`src/sv/pas_pkg.sv`:
```
// ----------------------------------------------------------------------------
// pas_pkg: shared types and constants
// Operation codes, field widths and the command and status words that pass
// between the controller and the datapath of the polynomial unit.
// ----------------------------------------------------------------------------
package pas_pkg;

  localparam int FUNC_W = 3;
  localparam int COEF_W = 16;
  localparam int PROD_W = 2 * COEF_W;
  localparam int OUT_W  = 40;

  // operation codes carried by the func field
  typedef enum logic [FUNC_W-1:0] {
    FN_LOAD_A = 3'd0,
    FN_LOAD_B = 3'd1,
    FN_ADD    = 3'd2,
    FN_SUB    = 3'd3,
    FN_MUL    = 3'd4
  } func_t;

  // one step of work for the datapath
  typedef struct packed {
    logic we_a;       // write coefficient into store a
    logic we_b;       // write coefficient into store b
    logic rd_en;      // read both stores, term enters the pipeline
    logic use_a;      // a term present, else zero
    logic use_b;      // b term present, else zero
    logic is_mul;     // product term
    logic is_sub;     // difference term
    logic first;      // first term of a coefficient, clears accumulator
    logic last_step;  // last term of a coefficient, loads output register
    logic last_coef;  // final coefficient of the run
  } dp_cmd_t;

  // datapath state seen by the controller
  typedef struct packed {
    logic busy;       // terms still in flight
    logic out_valid;  // output register holds a word
  } dp_status_t;

endpackage

```
`src/sv/pas_in_if.sv`:
```
// ----------------------------------------------------------------------------
// pas_in_if: input channel
// Valid/ready channel carrying operation code and coefficient.
// ----------------------------------------------------------------------------
interface pas_in_if;
  logic                              valid;
  logic                              ready;
  logic [pas_pkg::FUNC_W-1:0]        func;
  logic signed [pas_pkg::COEF_W-1:0] coef_in;

  modport source (output valid, output func, output coef_in, input ready);
  modport sink   (input valid, input func, input coef_in, output ready);
endinterface

```
`src/sv/pas_out_if.sv`:
```
// ----------------------------------------------------------------------------
// pas_out_if: output channel
// Valid/ready channel carrying result coefficients and the end marker.
// ----------------------------------------------------------------------------
interface pas_out_if;
  logic                             valid;
  logic                             ready;
  logic signed [pas_pkg::OUT_W-1:0] coef_out;
  logic                             last_coef;

  modport source (output valid, output coef_out, output last_coef, input ready);
  modport sink   (input valid, input coef_out, input last_coef, output ready);
endinterface

```
`src/sv/polynomial_add_sub_mul_unit.sv`:
```
// ----------------------------------------------------------------------------
// polynomial_add_sub_mul_unit: polynomial add, subtract and multiply
// Load words fill operand stores a and b; a compute word emits the sum,
// difference or convolution product, highest degree first.
// ----------------------------------------------------------------------------
// Load words are taken one word per cycle.
// Add/sub: each result word passes a store read, the term stage and the accumulate step.
// Multiply: 2L-1 result words, each built by the single shared multiply-accumulate
// walking the L terms of its degree.
// Input is not taken while a compute run is in progress.
// Reset (synchronous): lengths zero, pipeline empty; store contents undefined.
// ----------------------------------------------------------------------------
module polynomial_add_sub_mul_unit #(
  parameter int MAX_TERMS = 32
) (
  input logic      clk,
  input logic      rst,
  pas_in_if.sink   in_ch,
  pas_out_if.source out_ch
);

  localparam int AddrW = (MAX_TERMS > 1) ? $clog2(MAX_TERMS) : 1;

  pas_pkg::dp_cmd_t                 cmd;
  pas_pkg::dp_status_t              sts;
  logic [AddrW-1:0]                 waddr;
  logic [AddrW-1:0]                 raddr_a;
  logic [AddrW-1:0]                 raddr_b;
  logic                             in_ready;
  logic                             out_valid;
  logic signed [pas_pkg::OUT_W-1:0] coef_out;
  logic                             last_coef;

  // controller
  pas_ctrl #(.MAX_TERMS(MAX_TERMS)) u_ctrl (
    .clk       (clk),
    .rst       (rst),
    .in_valid  (in_ch.valid),
    .in_ready  (in_ready),
    .func      (in_ch.func),
    .out_ready (out_ch.ready),
    .sts       (sts),
    .cmd       (cmd),
    .waddr     (waddr),
    .raddr_a   (raddr_a),
    .raddr_b   (raddr_b)
  );

  // datapath
  pas_dp #(.MAX_TERMS(MAX_TERMS)) u_dp (
    .clk       (clk),
    .rst       (rst),
    .coef_in   (in_ch.coef_in),
    .cmd       (cmd),
    .waddr     (waddr),
    .raddr_a   (raddr_a),
    .raddr_b   (raddr_b),
    .out_ready (out_ch.ready),
    .coef_out  (coef_out),
    .last_coef (last_coef),
    .out_valid (out_valid),
    .sts       (sts)
  );

  assign in_ch.ready      = in_ready;
  assign out_ch.valid     = out_valid;
  assign out_ch.coef_out  = coef_out;
  assign out_ch.last_coef = last_coef;

endmodule

```
`src/sv/pas_ram.sv`:
```
// ----------------------------------------------------------------------------
// pas_ram: generic single-port-write ram
// One write port and one read port, read data registered.
// ----------------------------------------------------------------------------
module pas_ram #(
  parameter int WIDTH = 16,
  parameter int DEPTH = 32,
  localparam int AddrW = (DEPTH > 1) ? $clog2(DEPTH) : 1
) (
  input  logic             clk,
  input  logic             we,
  input  logic [AddrW-1:0] waddr,
  input  logic [WIDTH-1:0] wdata,
  input  logic [AddrW-1:0] raddr,
  output logic [WIDTH-1:0] rdata
);

  logic [WIDTH-1:0] mem [DEPTH];

  // write port
  always_ff @(posedge clk) begin
    if (we) begin
      mem[waddr] <= wdata;
    end
  end

  // registered read port
  always_ff @(posedge clk) begin
    rdata <= mem[raddr];
  end

endmodule

```
`src/sv/pas_dp.sv`:
```
// ----------------------------------------------------------------------------
// pas_dp: operand stores and multiply-accumulate datapath
// Two operand rams, a term stage (product or sum/difference), an
// accumulator and the output register.
// ----------------------------------------------------------------------------
module pas_dp #(
  parameter int MAX_TERMS = 32,
  localparam int AddrW = (MAX_TERMS > 1) ? $clog2(MAX_TERMS) : 1
) (
  input  logic                              clk,
  input  logic                              rst,
  input  logic signed [pas_pkg::COEF_W-1:0] coef_in,
  input  pas_pkg::dp_cmd_t                  cmd,
  input  logic [AddrW-1:0]                  waddr,
  input  logic [AddrW-1:0]                  raddr_a,
  input  logic [AddrW-1:0]                  raddr_b,
  input  logic                              out_ready,
  output logic signed [pas_pkg::OUT_W-1:0]  coef_out,
  output logic                              last_coef,
  output logic                              out_valid,
  output pas_pkg::dp_status_t               sts
);

  logic [pas_pkg::COEF_W-1:0]        a_rd;
  logic [pas_pkg::COEF_W-1:0]        b_rd;
  logic                              s1_valid;
  pas_pkg::dp_cmd_t                  s1_ctl;
  logic signed [pas_pkg::COEF_W-1:0] a_val;
  logic signed [pas_pkg::COEF_W-1:0] b_val;
  logic signed [pas_pkg::PROD_W-1:0] prod;
  logic signed [pas_pkg::COEF_W:0]   sum;
  logic                              s2_valid;
  pas_pkg::dp_cmd_t                  s2_ctl;
  logic signed [pas_pkg::OUT_W-1:0]  s2_term;
  logic signed [pas_pkg::OUT_W-1:0]  acc;
  logic signed [pas_pkg::OUT_W-1:0]  acc_next;

  // operand stores
  pas_ram #(.WIDTH(pas_pkg::COEF_W), .DEPTH(MAX_TERMS)) u_a_ram (
    .clk   (clk),
    .we    (cmd.we_a),
    .waddr (waddr),
    .wdata (coef_in),
    .raddr (raddr_a),
    .rdata (a_rd)
  );

  pas_ram #(.WIDTH(pas_pkg::COEF_W), .DEPTH(MAX_TERMS)) u_b_ram (
    .clk   (clk),
    .we    (cmd.we_b),
    .waddr (waddr),
    .wdata (coef_in),
    .raddr (raddr_b),
    .rdata (b_rd)
  );

  // read stage, control travels with the ram access
  always_ff @(posedge clk) begin
    if (rst) begin
      s1_valid <= 1'b0;
    end else begin
      s1_valid <= cmd.rd_en;
    end
    s1_ctl <= cmd;
  end

  // term stage: missing terms read as zero
  always_comb begin
    a_val = s1_ctl.use_a ? $signed(a_rd) : '0;
    b_val = s1_ctl.use_b ? $signed(b_rd) : '0;
    prod  = a_val * b_val;
    if (s1_ctl.is_sub) begin
      sum = {a_val[pas_pkg::COEF_W-1], a_val} - {b_val[pas_pkg::COEF_W-1], b_val};
    end else begin
      sum = {a_val[pas_pkg::COEF_W-1], a_val} + {b_val[pas_pkg::COEF_W-1], b_val};
    end
  end

  always_ff @(posedge clk) begin
    if (rst) begin
      s2_valid <= 1'b0;
    end else begin
      s2_valid <= s1_valid;
    end
    s2_ctl  <= s1_ctl;
    s2_term <= s1_ctl.is_mul ? pas_pkg::OUT_W'(prod) : pas_pkg::OUT_W'(sum);
  end

  // accumulate, the last term of a coefficient loads the output register
  assign acc_next = (s2_ctl.first ? '0 : acc) + s2_term;

  always_ff @(posedge clk) begin
    if (s2_valid) begin
      acc <= acc_next;
    end
    if (s2_valid && s2_ctl.last_step) begin
      coef_out  <= acc_next;
      last_coef <= s2_ctl.last_coef;
    end
  end

  always_ff @(posedge clk) begin
    if (rst) begin
      out_valid <= 1'b0;
    end else if (s2_valid && s2_ctl.last_step) begin
      out_valid <= 1'b1;
    end else if (out_ready) begin
      out_valid <= 1'b0;
    end
  end

  assign sts.busy      = s1_valid | s2_valid;
  assign sts.out_valid = out_valid;

  // a finished coefficient never lands on a word still waiting
  a_no_overwrite: assert property (@(posedge clk) disable iff (rst)
    (s2_valid && s2_ctl.last_step) |-> (!out_valid || out_ready))
    else $error("result overwrites a pending output word");

  // output word appears only from a finished accumulation
  a_out_source: assert property (@(posedge clk) disable iff (rst)
    $rose(out_valid) |-> $past(s2_valid && s2_ctl.last_step))
    else $error("output word without a finished coefficient");

  // stores are never written while being read
  a_no_rw_mix: assert property (@(posedge clk) disable iff (rst)
    cmd.rd_en |-> !(cmd.we_a || cmd.we_b))
    else $error("store write during a read step");

endmodule

```
`src/sv/pas_ctrl.sv`:
```
// ----------------------------------------------------------------------------
// pas_ctrl: sequencing controller
// Keeps the operand lengths, decodes input words and steps through the
// output degrees and the terms of each convolution sum.
// ----------------------------------------------------------------------------
module pas_ctrl #(
  parameter int MAX_TERMS = 32,
  localparam int CntW  = $clog2(MAX_TERMS + 1),
  localparam int AddrW = (MAX_TERMS > 1) ? $clog2(MAX_TERMS) : 1,
  localparam int DegW  = CntW + 1
) (
  input  logic                       clk,
  input  logic                       rst,
  input  logic                       in_valid,
  output logic                       in_ready,
  input  logic [pas_pkg::FUNC_W-1:0] func,
  input  logic                       out_ready,
  input  pas_pkg::dp_status_t        sts,
  output pas_pkg::dp_cmd_t           cmd,
  output logic [AddrW-1:0]           waddr,
  output logic [AddrW-1:0]           raddr_a,
  output logic [AddrW-1:0]           raddr_b
);

  typedef enum logic [2:0] {
    S_IDLE = 3'b001,
    S_WAIT = 3'b010,
    S_RUN  = 3'b100
  } state_t;

  state_t          state;
  logic [CntW-1:0] a_count;
  logic [CntW-1:0] b_count;
  logic [CntW-1:0] len;
  logic [DegW-1:0] deg;
  logic [CntW-1:0] step;
  logic            is_mul;
  logic            is_sub;
  logic            done;

  logic            accept;
  logic [CntW-1:0] max_cnt;
  logic [CntW-1:0] len_start;
  logic [DegW:0]   j_deg;
  logic            use_mul;
  logic            use_a_add;
  logic            use_b_add;
  logic            last_step;

  assign in_ready = (state == S_IDLE);
  assign accept   = in_valid && in_ready;

  // common length, the empty case runs as one zero coefficient
  assign max_cnt   = (a_count > b_count) ? a_count : b_count;
  assign len_start = (max_cnt == '0) ? CntW'(1) : max_cnt;

  // b degree of the current product term, may go negative
  assign j_deg   = {1'b0, deg} - {2'b00, step};
  assign use_mul = (step < a_count) && !j_deg[DegW] &&
                   (j_deg[DegW-1:0] < {1'b0, b_count});
  assign use_a_add = deg < {1'b0, a_count};
  assign use_b_add = deg < {1'b0, b_count};
  assign last_step = !is_mul || (step == len - CntW'(1));

  // command word for the datapath
  always_comb begin
    cmd       = '0;
    waddr     = '0;
    raddr_a   = '0;
    raddr_b   = '0;
    if (state == S_IDLE && accept) begin
      if (func == pas_pkg::FN_LOAD_A && a_count < CntW'(MAX_TERMS)) begin
        cmd.we_a = 1'b1;
        waddr    = AddrW'(a_count);
      end
      if (func == pas_pkg::FN_LOAD_B && b_count < CntW'(MAX_TERMS)) begin
        cmd.we_b = 1'b1;
        waddr    = AddrW'(b_count);
      end
    end
    if (state == S_RUN) begin
      cmd.rd_en     = 1'b1;
      cmd.is_mul    = is_mul;
      cmd.is_sub    = is_sub;
      cmd.first     = !is_mul || (step == '0);
      cmd.last_step = last_step;
      cmd.last_coef = (deg == '0);
      if (is_mul) begin
        cmd.use_a = use_mul;
        cmd.use_b = use_mul;
        raddr_a   = AddrW'(a_count - CntW'(1) - step);
        raddr_b   = AddrW'(DegW'(b_count) - DegW'(1) - j_deg[DegW-1:0]);
      end else begin
        cmd.use_a = use_a_add;
        cmd.use_b = use_b_add;
        raddr_a   = AddrW'(DegW'(a_count) - DegW'(1) - deg);
        raddr_b   = AddrW'(DegW'(b_count) - DegW'(1) - deg);
      end
    end
  end

  // sequencer
  always_ff @(posedge clk) begin
    if (rst) begin
      state   <= S_IDLE;
      a_count <= '0;
      b_count <= '0;
      len     <= '0;
      deg     <= '0;
      step    <= '0;
      is_mul  <= 1'b0;
      is_sub  <= 1'b0;
      done    <= 1'b0;
    end else begin
      unique case (state)
        S_IDLE: begin
          if (accept) begin
            unique case (func) inside
              pas_pkg::FN_LOAD_A: begin
                if (a_count < CntW'(MAX_TERMS)) begin
                  a_count <= a_count + CntW'(1);
                end
              end
              pas_pkg::FN_LOAD_B: begin
                if (b_count < CntW'(MAX_TERMS)) begin
                  b_count <= b_count + CntW'(1);
                end
              end
              pas_pkg::FN_ADD, pas_pkg::FN_SUB, pas_pkg::FN_MUL: begin
                is_mul <= (func == pas_pkg::FN_MUL);
                is_sub <= (func == pas_pkg::FN_SUB);
                len    <= len_start;
                done   <= 1'b0;
                if (func == pas_pkg::FN_MUL) begin
                  deg <= {len_start, 1'b0} - DegW'(2);
                end else begin
                  deg <= {1'b0, len_start} - DegW'(1);
                end
                state  <= S_WAIT;
              end
              default: begin
              end
            endcase
          end
        end
        S_WAIT: begin
          if (!sts.busy) begin
            if (done) begin
              a_count <= '0;
              b_count <= '0;
              state   <= S_IDLE;
            end else if (!sts.out_valid || out_ready) begin
              step  <= '0;
              state <= S_RUN;
            end
          end
        end
        S_RUN: begin
          if (last_step) begin
            if (deg == '0) begin
              done <= 1'b1;
            end else begin
              deg <= deg - DegW'(1);
            end
            state <= S_WAIT;
          end else begin
            step <= step + CntW'(1);
          end
        end
        default: begin
          state <= S_IDLE;
        end
      endcase
    end
  end

  // lengths stay within the stores
  a_count_range: assert property (@(posedge clk) disable iff (rst)
    (a_count <= CntW'(MAX_TERMS)) && (b_count <= CntW'(MAX_TERMS)))
    else $error("operand length beyond store depth");

  // no terms in flight once back in idle
  a_idle_drained: assert property (@(posedge clk) disable iff (rst)
    (state == S_IDLE) |-> !sts.busy)
    else $error("idle with terms in flight");

  // output register is free while a coefficient is being issued
  a_run_out_free: assert property (@(posedge clk) disable iff (rst)
    (state == S_RUN) |-> !sts.out_valid)
    else $error("issuing with output word pending");

  // lengths cleared at the end of a compute run
  a_clear_lengths: assert property (@(posedge clk) disable iff (rst)
    (state == S_WAIT && done && !sts.busy) |=> (a_count == '0 && b_count == '0))
    else $error("lengths not cleared after compute");

endmodule

```
`src/flat_wrapper.sv`:
```
// flat-port wrapper written by rule: the top's interface ports become plain ports
module polynomial_add_sub_mul_unit_flat 
#(
  parameter int MAX_TERMS = 32
)
  (clk, rst, in_ch_valid, in_ch_func, in_ch_coef_in, in_ch_ready, out_ch_valid, out_ch_coef_out, out_ch_last_coef, out_ch_ready);
  pas_in_if in_ch_i ();
  pas_out_if out_ch_i ();
  input logic clk;
  input logic rst;
  input wire logic [$bits(in_ch_i.valid)-1:0] in_ch_valid;
  input wire logic [$bits(in_ch_i.func)-1:0] in_ch_func;
  input wire logic [$bits(in_ch_i.coef_in)-1:0] in_ch_coef_in;
  output wire logic [$bits(in_ch_i.ready)-1:0] in_ch_ready;
  output wire logic [$bits(out_ch_i.valid)-1:0] out_ch_valid;
  output wire logic [$bits(out_ch_i.coef_out)-1:0] out_ch_coef_out;
  output wire logic [$bits(out_ch_i.last_coef)-1:0] out_ch_last_coef;
  input wire logic [$bits(out_ch_i.ready)-1:0] out_ch_ready;
  assign in_ch_i.valid = in_ch_valid;
  assign in_ch_i.func = in_ch_func;
  assign in_ch_i.coef_in = in_ch_coef_in;
  assign in_ch_ready = in_ch_i.ready;
  assign out_ch_valid = out_ch_i.valid;
  assign out_ch_coef_out = out_ch_i.coef_out;
  assign out_ch_last_coef = out_ch_i.last_coef;
  assign out_ch_i.ready = out_ch_ready;
  polynomial_add_sub_mul_unit #(.MAX_TERMS(MAX_TERMS)) u_core (.clk(clk), .rst(rst), .in_ch(in_ch_i), .out_ch(out_ch_i));
endmodule
```
`config.mk`:
```
export PLATFORM = sky130hd
export DESIGN_NAME = polynomial_add_sub_mul_unit_flat
export DESIGN_NICKNAME = d
export VERILOG_FILES = /design/src/sv/pas_pkg.sv /design/src/sv/pas_in_if.sv /design/src/sv/pas_out_if.sv /design/src/sv/polynomial_add_sub_mul_unit.sv /design/src/sv/pas_ram.sv /design/src/sv/pas_dp.sv /design/src/sv/pas_ctrl.sv /design/src/flat_wrapper.sv
export SDC_FILE = /design/constraint.sdc
export NUM_CORES = 2
export LEC_CHECK = 0
export BUFFER_PORTS_ARGS = -buffer_cell sky130_fd_sc_hd__buf_4
export CAP_MARGIN = 40
export CORE_AREA = 3 3 331 333
export DETAILED_ROUTE_END_ITERATION = 7
export DIE_AREA = 0 0 334 336
export GPL_ROUTABILITY_DRIVEN = 0
export PLACE_DENSITY = 0.77
export SETUP_SLACK_MARGIN = 0.05
export SLEW_MARGIN = 20
export SYNTH_ARGS = -nofsm -noshare
export SYNTH_HDL_FRONTEND = slang
export SYNTH_HIERARCHICAL = 1
export SYNTH_SLANG_ARGS = --single-unit
```
`constraint.sdc`:
```
create_clock -name clk -period 6.6 [get_ports clk]
set_input_delay 0 -clock clk [delete_from_list [all_inputs] [get_ports clk]]
set_output_delay 0 -clock clk [all_outputs]
set_load 0.02 [all_outputs]
```
Yosys cells after proc, flatten, opt, wreduce, memory -nomap -nowiden
Memories as Yosys holds them, arrays and structs flattened. A register that Yosys moved wholly into a read port is not among the register bits.
Index checks and enable logic that the tools add are counted.
Cells by class
  $add $sub $neg: 18
  $mul: 1
  div/mod/pow operators: 0
  $lt $le $gt $ge: 7
  equal/unequal tests: 23
  shifts and indexed selects: 0
  muxes and demuxes: 58
  bitwise gates (word level): 1
  reduce and logical (&&, ||, !) cells: 29
Operator list (number)
  $mux W6: 14
  $mux W40: 2
  $add A40 B40 Y40: 1
  $pmux W6 S2: 3
  $mux W5: 7
  $mux W7: 5
  $mul A16 B16 Y32: 1
  $mux W16: 2
  $lt A7 B6 Y1: 3
  $reduce_and A5 Y1: 4
  $sub A5 B5 Y5: 4
  $add A6 B1 Y6 const B: 3
  $mux W3: 6
  $add A16 B16 Y17: 1
  $mux W17: 1
  $sub A16 B16 Y17: 1
  $sub A5 B1 Y5 const B: 3
  $ne A2 B1 Y1 const B: 7
  $ne A2 B2 Y1 const B: 7
  $pmux W7 S2: 1
  $logic_not A6 Y1: 2
  $lt A6 B6 Y1 const B: 2
  $mux W1: 12
  $reduce_and A6 Y1: 2
  other kinds (25): 43
Storage, ports and cells
  bits in registers: 171
  latch bits: 0
  bits in writable memories: 1024
  ROM bits: 0
  output and inout port bits: 43
  logic and storage cells: 165
  memories kept: 2
Memories
  u_core.u_dp.u_a_ram.mem: words 32, bits a word 16, rd ports 1, clocked after memory_dff 1, wr ports 1, line pas_ram.sv:18  | logic [WIDTH-1:0] mem [DEPTH];
  u_core.u_dp.u_b_ram.mem: words 32, bits a word 16, rd ports 1, clocked after memory_dff 1, wr ports 1, line pas_ram.sv:18

Longest topological paths before layout
  word-level depth: 9
  mapped depth: 28
  gate-level depth less buffers: 25

Hierarchy
Netlist, hierarchy kept.
Modules (own cells, without submodules)
  pas_ram at u_core.u_dp.u_b_ram: times used 1, cells an instance 1143, area each 20535.9 sq um, sequential area each 15695.1 sq um
  pas_ram at u_core.u_dp.u_a_ram: times used 1, cells an instance 1143, area each 20534.7 sq um, sequential area each 15695.1 sq um
  pas_dp: times used 1, cells an instance 1790, area each 16738.6 sq um, sequential area each 3333.2 sq um
  pas_ctrl: times used 1, cells an instance 508, area each 3910.0 sq um, sequential area each 740.7 sq um

Worst setup path before layout
OpenSTA, ideal clock, no wires.
  kind: flip-flop to flip-flop
  start: reg u_core/u_dp/s1_ctl[5] (netlist name)
  end: reg u_core/u_dp/s2_term[38] (netlist name)
  data arrival time: 6.809 ns
  required time: 6.485 ns
  slack: -0.324 ns
  stages on the path, launching flop included: 25
  period minus slack after synthesis: 6.924 ns
  cell sequence: dfxtp_1 buf_2 clkbuf_1 clkbuf_1 buf_1 nand3_1 fa_1 inv_1 fa_1 fa_1 fa_1 fa_1 inv_1 fa_1 inv_1 ha_1 a21o_1 a21o_1 a21o_1 or3_1 o211ai_1 a21oi_1 nor2_1 xnor2_1 a21o_2
On the way
  word-level cells in the longest chain between the ends: 4
RTL lines
  start, declared: line pas_dp.sv:27  | pas_pkg::dp_cmd_t s1_ctl;
  start signal, assigned: line pas_dp.sv:64  | s1_ctl <= cmd;
  $mux W16 *: line pas_dp.sv:70  | b_val = s1_ctl.use_b ? $signed(b_rd) : '0;
  branches (longest 2 deep; another with $mul A16 B16 Y32)
  $mux W40 *: line pas_dp.sv:86  | s2_term <= s1_ctl.is_mul ? pas_pkg::OUT_W'(prod) : pas_pkg::OUT_W'(sum);
  end signal, assigned: line pas_dp.sv:86
  end, declared: line pas_dp.sv:34  | logic signed [pas_pkg::OUT_W-1:0] s2_term;
Mark *: on every way between the ends.
A chain may end at the register's enable or synchronous reset.

Worst setup path after layout
  start: reg u_core/u_dp/s1_ctl[6] (netlist name)
  end: reg u_core/u_dp/s2_term[38] (netlist name)
On the way
  word-level cells in the longest chain between the ends: 4
RTL lines
  $mux W16 *: line pas_dp.sv:69  | a_val = s1_ctl.use_a ? $signed(a_rd) : '0;
  branches (longest 2 deep; another with $mul A16 B16 Y32)
  $mux W40 *: line pas_dp.sv:86
Marks and branches as above.

==> qor.txt <==
Total power: 15.4 mW
Worst setup margin: 180 ps
Synth Net Count: 5068
Fraction of layout cells with a size suffix above 1: 12.1%
Largest family of logic cells by synthesized area: adder cells
GRT Overall Usage: 26.4%
Initial antenna violation count: 2
Die width: 334 µm
Global route overflow: 0
Max Fclk: 156 MHz
Register area share after synthesis: 57.5%
Worst hold margin: 265 ps
Syn Area/Cell: 13.5 µm²
Crit path DAT: 7020 ps
Post-synthesis xor/xnor area fraction: 1.92%
Port Buffers: 65
Ys async rst share: 0%
Final setup vio count: 0
Num CTS Buffers: 117
Worst Path Required: 7200 ps
Die area: 112000 µm²
H-tree Lvls: 3
Total Nets Final: 5295
Dpl cell area: 64400 µm²
Clk pin slew, worst setup/hold paths: 70 ps
Detailed placement HPWL: 95400 µm
EDFF count, synth: 1105
Clock Latency Late Sink: 720 ps
Mapped Cells: 4584
CTS Sinks: 1219
Endpoint type of the worst setup path: register
Post-Synth Simple-Gate Area: 7.33%
Slew Limit Fails: 0
WL/cell: 23.6 µm
Drt first pass iters: 8
Highest ir drop seen on vdd: 0.224 mV
Final hold vios: 0
Pre-CTS WS: -14.8 ps
Clk network pwr share: 43.4%
Iteration-0 DRC Markers: 4147
Layout area overhead: 11.9%
Synth Area in Compound Gates: 7.45%
Final Core Density: 64.6%
Psw: 3.11 mW
Final setup TNS: 0 ps
Synthesized flop and latch total: 1219
Post-Layout Cell Count: 6316
Slew of the pin with the lowest slew margin: 1080 ps
RSZ-0062 raised after global routing: yes
Mux contribution to synthesized area: 8.50%
Synth Flop Type: edfxtp_1
Most frequent cells in the layout: 1105 x edfxtp_1, 521 x mux2i_1, 385 x inv_1
Post-Route WL: 149000 µm
Switching part of the total: 20.1%
Max Cap Viol: 0
Startpoint types: register
Commonest non-fill, non-tap cell in the layout: edfxtp_1
Synth unique cells: 96
Vias per cell: 6.04
Via Count: 38166
Final worst path period share: 97.3%
Seq pwr share: 54.6%
Max Buffers Root-to-Sink: 3
CP Class: reg2reg
Synthesized area: 61700 µm²
Failing checks: DRC
Final antenna-violating net count: 0
Pleak: 24.8 nW
Starting Density: 57.7%
First-pass GRT wire length: 227000 µm
Final Instance Area: 69100 µm²
CTS tree: yes
DRC viols: 5
Fin crit period: 6420 ps
Num rows: 120
Root Buffer: clkbuf_16
Total core area: 107000 µm²
Pwr/cell area: 223 nW/µm²
Worst Skew: 29.4 ps
Largest net degree at the start of global routing: 129
Relative slew margins: 28.3%
Worst min-delay path category: in2reg
Max FO, Critical Path: 8
Synth Area in Adders: 12.6%
Synth Warn #: 6
Die height: 336 µm
I/O pin count: 66
Run status: complete, but fails checks
Inst Count DP: 6040
Combinational power share: 2.0%
Int Pwr: 12.3 mW
Vias in the first global route: 38240
[metal layers]
layer  share of wire, %  up-vias  global-route usage, %
met5                  0        -                      0
met4                4.1        0                   10.6
met3                8.7      374                   4.86
met2                 48     1865                   43.4
met1                 39    18900                   35.1
li1                   -    17027                      -
[cells by family (layout without fill, tap and decap cells)]
logic type	after synthesis	after routing
flops	1219	1219
simple gates	968	968
compound gates	666	666
buf+inv	611	936
mux	524	524
fa+ha+maj	461	461
xor+xnor	135	135
other cells	0	4
[path summary, 6_finish.rpt]
| path | cells past startpoint | slack, ps | to | startpoint |
|---|---|---|---|---|
| setup / recovery | 24 | 180 | u_core/u_dp/s2_term[38]$_DFF_P_ | u_core/u_dp/s1_ctl[6]$_DFF_P_ |
| hold / removal | 2 | 270 | u_core/u_dp/u_a_ram/mem[2][7]$_DFFE_PP_ | in_ch_coef_in[7] |
| setup reg to reg | 24 | 180 | u_core/u_dp/s2_term[38]$_DFF_P_ | u_core/u_dp/s1_ctl[6]$_DFF_P_ |
| hold reg to reg | 0 | 320 | u_core/u_dp/s2_ctl[1]$_DFF_P_ | u_core/u_dp/s1_ctl[1]$_DFF_P_ |
[timing repair]
item | 4_1_cts | 5_1_grt
hold buffers | 29 | 0
endpoints found under the hold margin | 1055 | 0
buffers inserted | 2 | 20
gates resized for setup | 1 | 70
endpoints found under the setup margin | 4 | 13
pin swaps | 0 | 15
cloned | 0 | 1
[worst max-delay path, stage by stage (launching register included)]
cell        delay [ps]
dfxtp_2            350
buf_6              140
nand2_2             90
clkinvlp_4         150
buf_6              170
nand3_2            100
fa_1               610
inv_2               50
fa_2               590
fa_1               460
fa_1               530
fa_1               540
inv_1               50
fa_1               530
inv_1               70
ha_4               250
a21o_1             150
a21o_1             160
a21o_1             190
or3_4              340
o211ai_1           240
a21oi_1            100
nor2_1             140
xnor2_1             80
a21o_2             210
[power groups by stage]
stage | logic [mW] | clock network, mW | registers, mW
2_1_floorplan | 0.122 | 0 | 8.59
3_3_place_gp | 0.278 | 0 | 8.59
3_5_place_dp | 0.289 | 0 | 8.59
4_1_cts | 0.303 | 6.81 | 8.43
5_1_grt | 0.334 | 7.11 | 8.43
6_report | 0.307 | 6.70 | 8.43
[state kept, by name, indices dropped and copies added (netlist names), 7 cells and up]
name / cells
u_core/u_dp/u_b_ram/rdata: 16
u_core/u_dp/coef_out: 40
u_core/u_ctrl/deg: 7
u_core/u_dp/s2_term: 32
u_core/u_dp/u_a_ram/mem: 512
u_core/u_dp/acc: 40
u_core/u_dp/u_b_ram/mem: 512
u_core/u_dp/s1_ctl: 7
u_core/u_dp/u_a_ram/rdata: 16
[synthesized netlist by cell type (all sizes together) (70+ instances only)]
master,count,area [µm²]
buf,121,1060
inv,393,1480
edfxtp,1105,33200
dfxtp,114,2280
a21oi,168,848
a22oi,131,983
nand3,106,531
mux2i,521,5220
o21ai,70,354
ha,193,2410
clkbuf,86,344
nor2,302,1150
xnor2,98,858
fa,268,5370
nand2,274,1030
[layout make-up]
cell class | count | area [µm²]
diodes | 4 | 10.0
clock buffers | 145 | 3160
clock inverters | 72 | 718
fillers | 7532 | 37800
inverters | 404 | 1540
multi-input cells | 2754 | 23600
flip-flops and latches | 1219 | 35500
well taps | 1403 | 1760
repair buffers | 315 | 2780
Note: power is estimated with default switching activity, not from simulation.
